[config.mk]
export PLATFORM = sky130hd
export DESIGN_NAME = lzss_packer_flat
export DESIGN_NICKNAME = d
export VERILOG_FILES = /design/src/rtl/lzss_pkg.sv /design/src/rtl/lzss_rsp_if.sv /design/src/rtl/lzss_packer.sv /design/src/flat_wrapper.sv
export SDC_FILE = /design/constraint.sdc
export NUM_CORES = 1
export LEC_CHECK = 0
export BUFFER_PORTS_ARGS = -buffer_cell sky130_fd_sc_hd__buf_2
export CAP_MARGIN = 10
export CORE_UTILIZATION = 55
export CTS_BUF_LIST = sky130_fd_sc_hd__clkbuf_16
export DETAILED_ROUTE_END_ITERATION = 10
export MAX_ROUTING_LAYER = met4
export PLACE_DENSITY_LB_ADDON = 0.1
export SETUP_SLACK_MARGIN = 0.4
export SLEW_MARGIN = 20
export SYNTH_ARGS = -nofsm -noshare
export SYNTH_HDL_FRONTEND = slang
export SYNTH_SLANG_ARGS = --single-unit
[constraint.sdc]
create_clock -name clock -period 7.4 [get_ports clock]
set_input_delay 0.74 -clock clock [delete_from_list [all_inputs] [get_ports clock]]
set_output_delay 0.74 -clock clock [all_outputs]
set_load 0.05 [all_outputs]
[src/rtl/lzss_pkg.sv]
// ----------------------------------------------------------------------------
// LZSS decoder package
// Shared constants, sequencer state type and the byte transfer structure
// used between the token sequencer and the output packer.
// ----------------------------------------------------------------------------
`default_nettype none

package lzss_pkg;

   localparam int HISTORY_DEPTH    = 32768;
   localparam int ADDR_W           = $clog2(HISTORY_DEPTH);
   localparam int BYTES_PER_RESULT = 8;
   localparam int OUT_W            = 8 * BYTES_PER_RESULT;
   localparam int CNT_W            = 4;
   localparam int RUN_W            = 9;
   localparam int TOKEN_W          = 4;

   localparam logic [RUN_W-1:0]   MIN_MATCH    = RUN_W'(3);
   localparam logic [TOKEN_W-1:0] GROUP_TOKENS = TOKEN_W'(8);

   localparam logic [1:0] PH_TOKEN   = 2'd0;
   localparam logic [1:0] PH_DIST_HI = 2'd1;
   localparam logic [1:0] PH_LENGTH  = 2'd2;

   typedef enum logic [1:0] {
      ST_IDLE,
      ST_READ,
      ST_COPY
   } lzss_state_type;

   typedef struct packed {
      logic       valid;
      logic [7:0] data;
      logic       last;
   } lzss_push_type;

endpackage

`default_nettype wire

[src/rtl/lzss_rsp_if.sv]
// ----------------------------------------------------------------------------
// LZSS response channel
// Valid/ready channel that carries up to eight decoded bytes per transaction.
// ----------------------------------------------------------------------------
`default_nettype none

interface lzss_rsp_if;
   logic                      valid;
   logic                      ready;
   logic [lzss_pkg::OUT_W-1:0] out_bytes;
   logic [lzss_pkg::CNT_W-1:0] byte_count;
   logic                      last_of_run;

   modport source (output valid, output out_bytes, output byte_count,
                   output last_of_run, input ready);
   modport sink   (input valid, input out_bytes, input byte_count,
                   input last_of_run, output ready);
endinterface

`default_nettype wire

[src/rtl/lzss_packer.sv]
// ----------------------------------------------------------------------------
// LZSS output packer
// Gathers decoded bytes into words of up to eight bytes and holds each
// finished word in an output register until the response transaction.
// ----------------------------------------------------------------------------
`default_nettype none

module lzss_packer (
   input  wire logic                    clock,
   input  wire logic                    reset,
   input  wire lzss_pkg::lzss_push_type push,
   output logic                         push_ready,
   lzss_rsp_if.source                   rsp_chan
);

   localparam logic [lzss_pkg::CNT_W-1:0] FULL_CNT =
      lzss_pkg::CNT_W'(lzss_pkg::BYTES_PER_RESULT - 1);

   logic [lzss_pkg::OUT_W-1:0] acc_ff, acc_in, merged;
   logic [lzss_pkg::CNT_W-1:0] cnt_ff, cnt_in;
   logic                       out_valid_ff, out_valid_in;
   logic [lzss_pkg::OUT_W-1:0] out_bytes_ff, out_bytes_in;
   logic [lzss_pkg::CNT_W-1:0] out_count_ff, out_count_in;
   logic                       out_last_ff, out_last_in;
   logic                       can_take, completes;

   assign can_take   = !out_valid_ff || rsp_chan.ready;
   assign completes  = (cnt_ff == FULL_CNT) || push.last;
   assign push_ready = !completes || can_take;

   always_comb begin
      merged = acc_ff;
      for (int i = 0; i < lzss_pkg::BYTES_PER_RESULT; i++) begin
         if (cnt_ff == lzss_pkg::CNT_W'(i)) begin
            merged[i*8 +: 8] = push.data;
         end
      end
   end

   always_comb begin
      acc_in       = acc_ff;
      cnt_in       = cnt_ff;
      out_valid_in = out_valid_ff && !rsp_chan.ready;
      out_bytes_in = out_bytes_ff;
      out_count_in = out_count_ff;
      out_last_in  = out_last_ff;
      if (push.valid && completes) begin
         out_valid_in = 1'b1;
         out_bytes_in = merged;
         out_count_in = cnt_ff + 1'b1;
         out_last_in  = push.last;
         acc_in       = '0;
         cnt_in       = '0;
      end else if (push.valid) begin
         acc_in = merged;
         cnt_in = cnt_ff + 1'b1;
      end
   end

   always_ff @(posedge clock) begin
      if (reset) begin
         acc_ff       <= '0;
         cnt_ff       <= '0;
         out_valid_ff <= 1'b0;
      end else begin
         acc_ff       <= acc_in;
         cnt_ff       <= cnt_in;
         out_valid_ff <= out_valid_in;
      end
      out_bytes_ff <= out_bytes_in;
      out_count_ff <= out_count_in;
      out_last_ff  <= out_last_in;
   end

   assign rsp_chan.valid       = out_valid_ff;
   assign rsp_chan.out_bytes   = out_bytes_ff;
   assign rsp_chan.byte_count  = out_count_ff;
   assign rsp_chan.last_of_run = out_last_ff;

endmodule

`default_nettype wire

[src/flat_wrapper.sv]
// flat-port wrapper written by rule: the top's interface ports become plain ports
module lzss_packer_flat 
  (clock, reset, push, push_ready, rsp_chan_valid, rsp_chan_out_bytes, rsp_chan_byte_count, rsp_chan_last_of_run, rsp_chan_ready);
  lzss_rsp_if rsp_chan_i ();
  input  wire logic clock;
  input  wire logic reset;
  input  wire lzss_pkg::lzss_push_type push;
  output logic push_ready;
  output wire logic [$bits(rsp_chan_i.valid)-1:0] rsp_chan_valid;
  output wire logic [$bits(rsp_chan_i.out_bytes)-1:0] rsp_chan_out_bytes;
  output wire logic [$bits(rsp_chan_i.byte_count)-1:0] rsp_chan_byte_count;
  output wire logic [$bits(rsp_chan_i.last_of_run)-1:0] rsp_chan_last_of_run;
  input wire logic [$bits(rsp_chan_i.ready)-1:0] rsp_chan_ready;
  assign rsp_chan_valid = rsp_chan_i.valid;
  assign rsp_chan_out_bytes = rsp_chan_i.out_bytes;
  assign rsp_chan_byte_count = rsp_chan_i.byte_count;
  assign rsp_chan_last_of_run = rsp_chan_i.last_of_run;
  assign rsp_chan_i.ready = rsp_chan_ready;
  lzss_packer u_core (.clock(clock), .reset(reset), .push(push), .push_ready(push_ready), .rsp_chan(rsp_chan_i));
endmodule
==> run summary, run 1 <==
The flow ran to the end, and the final reports show no timing, DRC or antenna violations. For this run, the top clock speed supported by timing is 346 MHz. In the final routing, the length of wire on met1 measures 5110 µm.

The number of antenna violations at the first check in global routing came out at 0. The core region is ~0.01 mm². The internal power is between 0.001 and 0.0015 W. The number of buffer cells added on primary ports came out at 83. Of the total synthesized cell area, the portion taken by AND, OR, NAND and NOR gates is 0.106. The shortest period the worst path allows came out at 2.89 ns. The post-route standard cell area excluding fillers came out at 0.00664 mm². The layout net count is approximately 530. The length of routed met3 wiring is 550 µm.

The via-per-instance ratio is 5.31. The share of the synthesized area in compound gates (AO/OA/AOI/OAI) came out at 0.0344. The initial core utilization is 0.568. The aggregate negative setup slack came out at 0 ns.

The number of different library cells used by synthesis comes to 33. The number of setup buffers added after CTS came out at 0. The clock share of power is 0.477. STA classifies the critical path endpoint as a flip-flop. The final-report max-slew violation count was 0. The switching power is 0.000431 W. In this run the top signal layer used is met4.

Power comes to 0.00192 W. Of the total power, combinational logic draws 0.086. The mean area per synthesized cell is 12.6 µm². The largest voltage drop on the vdd net came out at approximately 160 µV.

The max-capacitance violation count is 0. Of the cells placed in the final design, the portion with a size suffix greater than 1 is 0.354. TritonCTS built the clock tree. The number of DRC violations after detailed-routing iteration 0 came out at 164.

The portion of the post-synthesis area used by sequential elements is 0.620. After detailed routing, the average wire length per cell comes to roughly 17 µm. The number of antenna diodes in the final layout is 0. The detail route stage leaves a number of antenna-violating nets equal to 0. In this run the tightest slew margin relative to its limit is 0.494. The worst register-to-register path has a setup slack of 4.51 ns. The maximum level of the CTS H-tree came out at 4. The proportion of synthesized area in mux cells came out at 0.189. The total of flip-flops plus latches after synthesis is 138. For this design the ratio of total power to cell area is 288 mW/mm².

The detailed placement HPWL came out at 6760 µm. The first-pass GRT wire length came out at 17,300 µm. Of the total synthesized cell area, the portion taken by full adders, half adders and majority gates is 0.00898. The worst setup path category is reg2reg. CTS placed an instance of clkbuf_16 at the clock tree root. The final-report hold violation count came out at 0. The number of global-route vias before repair was 3,354. The layout has 750 filler cells. Clock latency on the worst-skew pair, taken at its later pin, is 0.41 ns. The overall die height is 103 µm. The largest fanout on the critical path came out at 49. For this run, design rule violations remaining after detail routing come to 0. The data required time of the worst path came out at 7.44 ns. The largest net degree at the start of global routing came out at 69. For the pin with the worst max-slew slack, the measured transition is around 0.76 ns. Setup repair after global routing left no endpoint under its margin.

The clock arrives with 0.00821 ns of skew. Of the total synthesized cell area, the portion taken by XOR and XNOR cells is 0.00786. The number of gates resized after cts is 0. The number of nets in the synthesized netlist is 459. The number of detailed-route iterations in the first pass is 4. The number of placement rows came out at 36. STA classifies the critical path startpoint as a flip-flop.

The overall die area is 0.0105 mm². The net switching fraction of the power is 0.225. The number of top-level design ports is 84.

Summed over all layers, the routed wires come to 11,100 µm. After clock tree synthesis, the flow added hold-fix buffers numbering 0. The amount of wire on met2 after detailed routing is between 5000 and 6000 µm. The layout overhead on the synthesized area is 19.2%.

The cell area after technology mapping is 0.00557 mm². The congestion estimate from routability-driven global placement came to 0.753. The leakage power summed over all cells is approximately 2.6 nW. The final clock period utilization by the worst path is 0.390. Counting the buffers created by CTS gives 17.

The Yosys step of the flow raised 0 warnings. The number of buffers between clock root and the deepest sink came out at 2. The cell count after synthesis came out at approximately 440.

The sink count of the clock tree came out at 138. The tightest min-delay check is of the reg2reg type. The number of endpoints failing setup at the final stage is 0. The worst hold slack is between 0.4 and 0.5 ns. The width of the die is 103 µm. The arrival time of data at the critical path endpoint is 2.93 ns. The sum of overflow across all layers after global routing came out at 0. The clock-pin slew on the worst setup and hold paths is 0.06 ns.

For this run, the total global-route usage over all layers was measured as 0.235. The main combinational cell family by area after synthesis is multiplexers. The total placed instance area is roughly 0.006 mm². Of the total power, registers draw 0.437. Summing over every cut layer, the via total after detailed routing is between 3k and 4k.
[final timing paths]
| kind | depth (start not counted) | startpoint | end |
|---|---|---|---|
| setup reg to reg | 4 | u_core.cnt_ff[1] | u_core.rsp_chan.out_bytes[30] |
| hold reg to reg | 2 | u_core.acc_ff[61] | u_core.acc_ff[61] |
| hold / removal | 2 | u_core.acc_ff[61] | u_core.acc_ff[61] |
| setup / recovery | 4 | u_core.cnt_ff[1] | u_core.rsp_chan.out_bytes[30] |
[placed cells by master, fill, tap and decap left out, drive strengths merged, types with 5 or more instances in the layout]
cell type  count
dfxtp         69
edfxtp        69
mux2i         33
clkinv         5
nand2         68
a21oi         32
nor2          37
bufinv         5
mux2          64
clkbuf        18
buf           84
[metal layers]
metal	global-route usage	vias up
met5	-	-
met4	0.0901	0
met3	0.0536	12
met2	0.361	100
met1	0.304	1691
li1	-	1689
[synthesized netlist by cell type]
cell type   n  area share
a21oi_1    32       0.029
and2_1      4      0.0045
and2b_2     1      0.0016
and3b_1     1      0.0016
and4b_1     4      0.0072
and4bb_1    1      0.0022
and4bb_2    3      0.0067
buf_1       3      0.0020
buf_2      10      0.0090
buf_4       8       0.011
buf_6       2      0.0040
clkbuf_1    9      0.0061
clkbuf_2    1     0.00090
dfxtp_1    69        0.25
edfxtp_1   69        0.37
ha_1        4      0.0090
inv_1       2      0.0013
mux2_2     64        0.13
mux2i_1    33       0.059
nand2_1    65       0.044
nand2_2     3      0.0034
nand3_1     1     0.00090
nand4_1     1      0.0011
nand4b_1    4      0.0063
nor2_1     37       0.025
nor2b_1     1      0.0011
o21a_1      1      0.0013
o21ai_0     1     0.00090
o21ba_2     1      0.0018
o22a_1      1      0.0016
or2_2       1      0.0011
xnor2_1     2      0.0031
xor2_1      3      0.0047
[kinds of logic (layout without fill, tap and decap cells)]
kind of cell,after synthesis,in the layout
mux,97,97
flops,138,138
fa+ha+maj,4,4
compound gates,36,36
simple gates,127,127
buf+inv,35,118
xor+xnor,5,5
[worst max-delay path, cell delays in order (launching register included)]
cell,delay (ns)
dfxtp_1,0.44
ha_1,0.32
and3b_1,0.52
o21a_2,0.58
buf_4,0.60
[registers in the layout (all words and copies together), names as in the netlist]
| signal | cells |
|---|---|
| u_core.acc_ff | 64 |
| u_core.rsp_chan.valid | 1 |
| u_core.rsp_chan.byte_count | 4 |
| u_core.cnt_ff | 4 |
| u_core.rsp_chan.out_bytes | 64 |
| u_core.rsp_chan.last_of_run | 1 |
[area by class of cell]
class | instances | area (µm²) | area share
flip-flops and latches | 138 | 3450 | 0.520
multi-input cells | 269 | 1940 | 0.292
clock buffers | 18 | 450 | 0.0678
repair buffers | 84 | 423 | 0.0637
clock inverters | 14 | 200 | 0.0301
well taps | 133 | 166 | 0.0251
inverters | 2 | 7.51 | 0.00113
[per-stage QoR]
stage / std cells / utilization / setup WS [ns]
final: 658 / 0.676 / 4.51
after global routing: 658 / 0.676 / 4.31
after CTS: 658 / 0.676 / 4.50
after detailed placement: 626 / 0.610 / 4.55
after global placement: 626 / 0.609 / 4.68
after floorplan: 442 / - / 4.30
[power by group through the flow]
stage               combinational, W  clock (W)  sequential (W)
detailed placement          0.000163          0        0.000853
CTS                         0.000165   0.000926        0.000838
finish                      0.000164   0.000914        0.000838
floorplan                  0.0000723          0        0.000910
global route                0.000174   0.000953        0.000840
global placement            0.000161          0        0.000852
Power figures use the tool's default switching activity.
==> run 2, diff against run 1 <==
--- a/config.mk
+++ b/config.mk
@@ -7,7 +7,7 @@
 export LEC_CHECK = 0
 export BUFFER_PORTS_ARGS = -buffer_cell sky130_fd_sc_hd__buf_2
 export CAP_MARGIN = 10
-export CORE_UTILIZATION = 55
+export CORE_UTILIZATION = 51
 export CTS_BUF_LIST = sky130_fd_sc_hd__clkbuf_16
 export DETAILED_ROUTE_END_ITERATION = 10
 export MAX_ROUTING_LAYER = met4
==> constraint.sdc (replaced) <==
create_clock -name clock -period 2.4 [get_ports clock]
set_input_delay 0.24 -clock clock [delete_from_list [all_inputs] [get_ports clock]]
set_output_delay 0.24 -clock clock [all_outputs]
set_load 0.05 [all_outputs]
==> run summary, run 2 (synthesis results as in run 1) <==
The last weighted congestion value of the routability-driven placer is 0.784. The library cell used most frequently in the layout, excluding fill and tap cells, is buf_2. The diode insertion count for antenna repair is 0. The source-to-sink clock delay at the later pin of the worst-skew pair came out at 0.40 ns. The number of endpoints failing setup at the final stage came out at 0. In the layout the commonest cells are buf_2, edfxtp_1, dfxtp_1, nand2_1, mux2_2.

The shortest period the worst path allows came out at 1.89 ns. The worst hold path terminates at u_core.rsp_chan.last_of_run. The internal power came out at 0.00430 W. In this run the post-CTS setup repair buffer count came out at 0. The total power after layout came out at 0.00560 W.

The final-report max-slew violation count is 0. In the final layout, the share of cells above drive strength 1 is 0.357. The combinational share of power came out at 0.092. The start point of the worst min-delay path is push[0]. The aggregate negative setup slack is 0 ns. The final-report hold violation count is 0.

The tree is rooted in a clkbuf_16. The fraction of power consumed by sequential logic is 0.462. Derived from the worst setup path, the maximum achievable clock frequency is 529 MHz.

The final clock period utilization by the worst path is 0.787. The flow ran to the end, and the final reports show no timing, DRC or antenna violations. The launching element type of the critical path is a flip-flop.

The layout overhead on the synthesized area came out at 19.2%. The width of the die is 107 µm. The routed wire length per instance is between 15 and 20 µm. The worst hold path depth is 1. The min-delay analysis places its worst path in the category in2reg. The layout net count came out at 533.

Across the run, the number of max-cap violations was 0. The clock-pin slew on the worst setup and hold paths is 0.05 ns. The detailed placement HPWL came out at 7060 µm. In this run the critical register-to-register path is captured at u_core.rsp_chan.out_bytes[10]. Headroom to the max-slew limit came out at 0.673. The register-to-register path setup slack came out at about 0.54 ns.

The number of antenna violations at the first check in global routing was 0. The number of global-route vias before repair is roughly 3.4k. The largest voltage drop on the vdd net came out at roughly 500 µV. For this block, the initial DRC count from the detailed router was 253. The core area came out at 0.0105 mm². Global routing finished with a remaining overflow of 0.

The largest fanout on the critical path came out at 7. Summed over all cells, the static leakage comes to 2.58 nW. The via-per-instance ratio came out at about 5.3.

The clock share of power is 0.445. The initial core utilization is 0.533. The pin slew with the least headroom to its limit came out at slightly below 0.5 ns. After clock tree synthesis, the flow added hold-fix buffers numbering 0. Clock skew on the completed layout was measured at between 0.007 and 0.008 ns.

The number of nets with antenna violations after routing is 0. The number of top-level design ports came out at 84. After detailed routing, the number of remaining DRC violations is 0.

The worst register-to-register path begins at u_core.cnt_ff[1]. The arrival time of data at the critical path endpoint came out at 1.65 ns. For this design the total switching power over the nets is roughly 0.0013 W. The routed layout has 3,533 vias. The total routing resource utilization after global routing came out at 0.224. The number of buffers between clock root and the deepest sink is 2.

The floorplan has 37 rows. The total CTS buffers is 17. The cell count of the worst reg-to-reg path is 4. During placement, the flow inserted port buffers numbering 83. Setup repair after global routing left no endpoint under its margin.

Tracing the worst setup path back leads to its startpoint at u_core.cnt_ff[1]. The maximum level of the CTS H-tree is 4. The net switching fraction of the power came out at 0.232.

The power per cell area is between 800 and 900 mW/mm². The worst setup path is captured at an output pin. The critical path in this run is classified as reg2out. For the worst setup path, the data required time is about 2.2 ns. The floorplan step defined a die boundary enclosing 0.0113 mm². The first global-routing pass estimated 18,200 µm of wire. The first detailed-routing pass took 4 iterations. Clock tree synthesis found a total of 138 sinks. TritonCTS built the clock tree. The overall die height is 107 µm.

The detailed-route wire length is 11,700 µm. The largest net degree at the start of global routing is 60.
## run 2: final cells by class
class,count,area [µm²]
Sequential cell,138,3460
Inverter,2,7.51
Multi-Input combinational cell,269,1950
Timing Repair Buffer,88,493
Fill cell,805,3820
Clock buffer,17,425
Clock inverter,15,141
Tap cell,136,170
## run 2: worst max path at each step
stage,to,depth (start not counted)
3_3_place_gp,u_core.rsp_chan.out_bytes[13],4
4_1_cts,push_ready,4
3_5_place_dp,u_core.rsp_chan.out_bytes[13],4
6_report,push_ready,4
5_1_grt,push_ready,4
2_1_floorplan,u_core.rsp_chan.byte_count[0],4
## run 2: power groups by stage
stage | clock network (W) | registers, W | logic, W
after global routing | 0.00264 | 0.00259 | 0.000548
final | 0.00249 | 0.00259 | 0.000517
after detailed placement | 0 | 0.00263 | 0.000517
after CTS | 0.00253 | 0.00259 | 0.000520
after floorplan | 0 | 0.00280 | 0.000224
after global placement | 0 | 0.00263 | 0.000510
## run 2: critical path, cell delays in order, from the launching register on
cell and delay, ns:
dfxtp_1 0.38, ha_4 0.21, and3b_1 0.23, o21ai_1 0.20, buf_4 0.24
## run 2: timing repair
item | 4_1_cts | 5_1_grt
endpoints found under the hold margin | 0 | 0
resized for setup | 2 | 2
endpoints found under the setup margin | 1 | 31
## run 2: per-layer routing
| layer | wire (µm) | vias to the layer above | global-route usage |
|---|---|---|---|
| li1 | - | 1702 | - |
| met1 | 5290 | 1736 | 0.281 |
| met2 | 5840 | 85 | 0.357 |
| met3 | 444 | 10 | 0.0582 |
| met4 | 105 | 0 | 0.0705 |
| met5 | 0 | - | - |
## run 2: through the flow
step / util / std cells / instance area, µm² / hold WS (ns) / setup WS (ns)
after floorplan: - / 442 / 5590 / 0.339 / 0.426
after global placement: 0.579 / 633 / 6060 / 0.438 / 0.538
after detailed placement: 0.579 / 633 / 6060 / 0.445 / 0.473
after CTS: 0.634 / 665 / 6630 / 0.0811 / 0.428
after global routing: 0.635 / 665 / 6640 / 0.0679 / 0.438
final: 0.635 / 665 / 6640 / 0.0952 / 0.510
==> run 3, diff against run 2 <==
--- a/config.mk
+++ b/config.mk
@@ -5,9 +5,10 @@
 export SDC_FILE = /design/constraint.sdc
 export NUM_CORES = 1
 export LEC_CHECK = 0
+export ABC_AREA = 1
 export BUFFER_PORTS_ARGS = -buffer_cell sky130_fd_sc_hd__buf_2
 export CAP_MARGIN = 10
-export CORE_UTILIZATION = 51
+export CORE_UTILIZATION = 52
 export CTS_BUF_LIST = sky130_fd_sc_hd__clkbuf_16
 export DETAILED_ROUTE_END_ITERATION = 10
 export MAX_ROUTING_LAYER = met4
==> constraint.sdc (replaced) <==
create_clock -name clock -period 1.6 [get_ports clock]
set_input_delay 0.16 -clock clock [delete_from_list [all_inputs] [get_ports clock]]
set_output_delay 0.16 -clock clock [all_outputs]
set_load 0.05 [all_outputs]
==> run summary, run 3 <==
The largest clock skew in the final design is around 0.0082 ns. The first routing iteration left 568 violations. The critical path in this run is classified as reg2reg. The worst slew slack as a fraction of its limit is 0.682. The most critical setup path has its endpoint at u_core.acc_ff[31]. The startpoint of the most critical register-to-register path is u_core.cnt_ff[1]. The count of cell types in the netlist came out at 22. In the layout the commonest cells are nor2_1, nand2_1, nand3_1, edfxtp_1, buf_2. The arrival time of data at the critical path endpoint is about 1.9 ns. edfxtp_1 takes more of the synthesized area than any other cell.

In this run the worst hold path is classified as in2reg. The number of vias in the routed layout is 5,647. The detailed placement HPWL came out at 9300 µm. The overall die area is ~0.012 mm². The source-to-sink clock delay at the later pin of the worst-skew pair is 0.42 ns. The number of global-route vias before repair is between 5k and 6k. In this run the critical register-to-register path is captured at u_core.acc_ff[31]. The post-route standard cell area excluding fillers came out at 0.00838 mm².

The final-report max-slew violation count is 0. Setup repair after global routing could not meet its margin everywhere. The number of placement rows came out at 38. The cell area after technology mapping came out at 0.00604 mm². The max-capacitance violation count came out at 0. The number of top-level design ports is 84. The overall die height came out at 110 µm. The first global-routing pass estimated ~27,000 µm of wire.

In the global route stage, overall resource usage came out at 0.314. The layout overhead on the synthesized area came out at 38.7%. Of the post-synthesis cell area, the dominant cell type holds 0.343.

The post-synthesis net count came out at 707. From left edge to right edge, the die measures 110 µm. The share of the Yosys chip area taken by registers is 0.572. The number of antenna violations at the first check in global routing is 0. The final layout contains around 820 nets. The routed wire length per instance came out at 20.4 µm. The total CTS buffers came out at 17. The met1 routing resource usage after global routing is 0.386. The total of flip-flops plus latches after synthesis is 138. The maximum operating frequency came out at about 630 MHz.

In this run the worst setup path begins at u_core.cnt_ff[1]. After synthesis, the most frequently instantiated cells are nand2_1, nor2_1, nand3_1, dfxtp_1, edfxtp_1. The number of warnings printed during yosys synthesis is 0.

At the pin with the least slew margin, the transition time is 0.477 ns. The total overflow left after global routing is 0. The number of enable-type register cells in the synthesized netlist came out at 69. After floorplanning, the core was sized to cover approximately 0.011 mm². The fraction of final layout cells sized beyond drive strength 1 is 0.360. The kind of end point of the critical path is a flip-flop. The launching element type of the critical path is a flip-flop. In the global route stage, met3 resource usage came out at 0.0741. The mean area per synthesized cell came out at around 8.8 µm². In this run the power density over the cells is between 1000 and 1500 mW/mm². Across all register-to-register paths, the minimum setup slack is 0.01 ns. The number of buffer cells added on primary ports is 83. The cell with the most instances after synthesis is nand2_1.

The number of filler cells placed in the layout is 694. In the routed layout, each cell is associated on average with a via count of just under 6. The number of detailed-route iterations in the first pass is 5.

Across the VDD grid, the largest voltage drop is roughly 600 µV. The data required time of the worst path came out at slightly below 2 ns. The aggregate negative setup slack is 0 ns. At the end of routability-driven placement, the weighted congestion stood at 0.774.

Dividing the final minimum period by the clock period gives 0.991. The global routing stage identified its most utilized layer as met2. The clock-pin slew on the worst setup and hold paths came out at 0.06 ns.

After synthesis, the cell types taking the most area are edfxtp_1, dfxtp_1, nand2_1, nand3_1, nor2_1. For this run, the leading register cell type out of synthesis is edfxtp_1. The async set-reset flop share out of synthesis came out at 0.

Entering global routing, the biggest net connects 67 pins. Clock tree synthesis found a total of approximately 140 sinks. The shortest period the worst path allows is 1.59 ns. The cell count of the worst reg-to-reg path is 9. The library cell used most frequently in the layout, excluding fill and tap cells, is nor2_1. TritonCTS built the clock tree. The number of buffers between clock root and the deepest sink came out at 2. The cell count after synthesis came out at 690.

After detailed routing, the number of remaining DRC violations is 0. The cell at the root of the clock tree is clkbuf_16. The final-report hold violation count came out at 0. The global-route met2 utilization is 0.494.

The initial core utilization is 0.545. Summed over all layers, the routed wires come to 19,400 µm. The leakage power summed over all cells came out at 3.69 nW.

The largest fanout on the critical path came out at 8. Setup violations remaining at the end of the flow were counted as 0. The total placed instance area is 0.00669 mm². CTS built an H-tree with a depth of 4. The run finished with clean final reports. The diode insertion count for antenna repair is 0. The number of nets with antenna violations after routing came out at 0.
-- run 3: kinds of logic (layout without fill, tap and decap cells) --
| logic type | Yosys count | count (layout) | synth area share |
|---|---|---|---|
| fa+ha+maj | 4 | 4 | 0.00829 |
| simple gates | 478 | 478 | 0.362 |
| buf+inv | 66 | 189 | 0.0541 |
| compound gates | 3 | 3 | 0.00248 |
| xor+xnor | 1 | 1 | 0.00145 |
| flops | 138 | 138 | 0.572 |
-- run 3: metrics by stage --
stage | cells | utilization | hold WS [ns] | worst slack (ns) | power [W]
after floorplan | 690 | - | 0.229 | -0.671 | 0.00494
after global placement | 882 | 0.604 | 0.341 | 0.126 | 0.00521
after CTS | 938 | 0.709 | 0.0774 | 0.121 | 0.00935
after detailed placement | 882 | 0.604 | 0.350 | 0.0261 | 0.00525
final | 953 | 0.756 | 0.0993 | 0.0150 | 0.00955
after global routing | 953 | 0.756 | 0.112 | 0.00626 | 0.00979
-- run 3: report_power, final --
part / internal, W / switching (W)
Sequential: 0.00392 / 0.0000794
Combinational: 0.000561 / 0.000985
Clock: 0.00256 / 0.00145
Total: 0.00703 / 0.00252
-- run 3: worst max-delay path, cell delays in order (launching register included) --
cell and delay (ns):
dfxtp_4 0.36, ha_4 0.17, nand3_4 0.07, nand2_4 0.08, nand2_4 0.09, buf_4 0.15
buf_12 0.19, buf_16 0.14, nand3_1 0.09, nor2_1 0.16
-- run 3: routing by layer --
metal  vias to the layer above  routed length, µm  share of wire
met1                      2648               7250           0.37
met5                         -                  0              0
li1                       2510                  -              -
met3                       102               1930          0.099
met4                         0               1030          0.053
met2                       387               9210           0.47
-- run 3: area by class of cell --
type	count	area, µm²	area share
multi-input combinational	486	2560	0.306
timing repair buffer	146	1530	0.183
clock buffer	17	425	0.0508
sequential	138	3470	0.414
tap	140	175	0.0209
inverter	11	45.0	0.00538
clock inverter	15	169	0.0202
-- run 3: worst min-delay path by stage --
stage | startpoint | endpoint | slack (ns) | cells past startpoint
6_report | rsp_chan_ready | u_core.rsp_chan.valid | 0.1 | 4
5_1_grt | rsp_chan_ready | u_core.rsp_chan.valid | 0.11 | 4
4_1_cts | rsp_chan_ready | u_core.rsp_chan.valid | 0.08 | 4
3_5_place_dp | reset | u_core.rsp_chan.valid | 0.35 | 2
3_3_place_gp | reset | u_core.rsp_chan.valid | 0.34 | 2
2_1_floorplan | reset | u_core.rsp_chan.valid | 0.23 | 1
-- run 3: repair_timing --
item	in CTS	in global routing
gates cloned	10	9
endpoints found under the setup margin	204	220
setup buffers	12	6
hold endpoints to repair	2	0
pin swaps	2	24
gates resized for setup	49	84
hold buffers	2	0
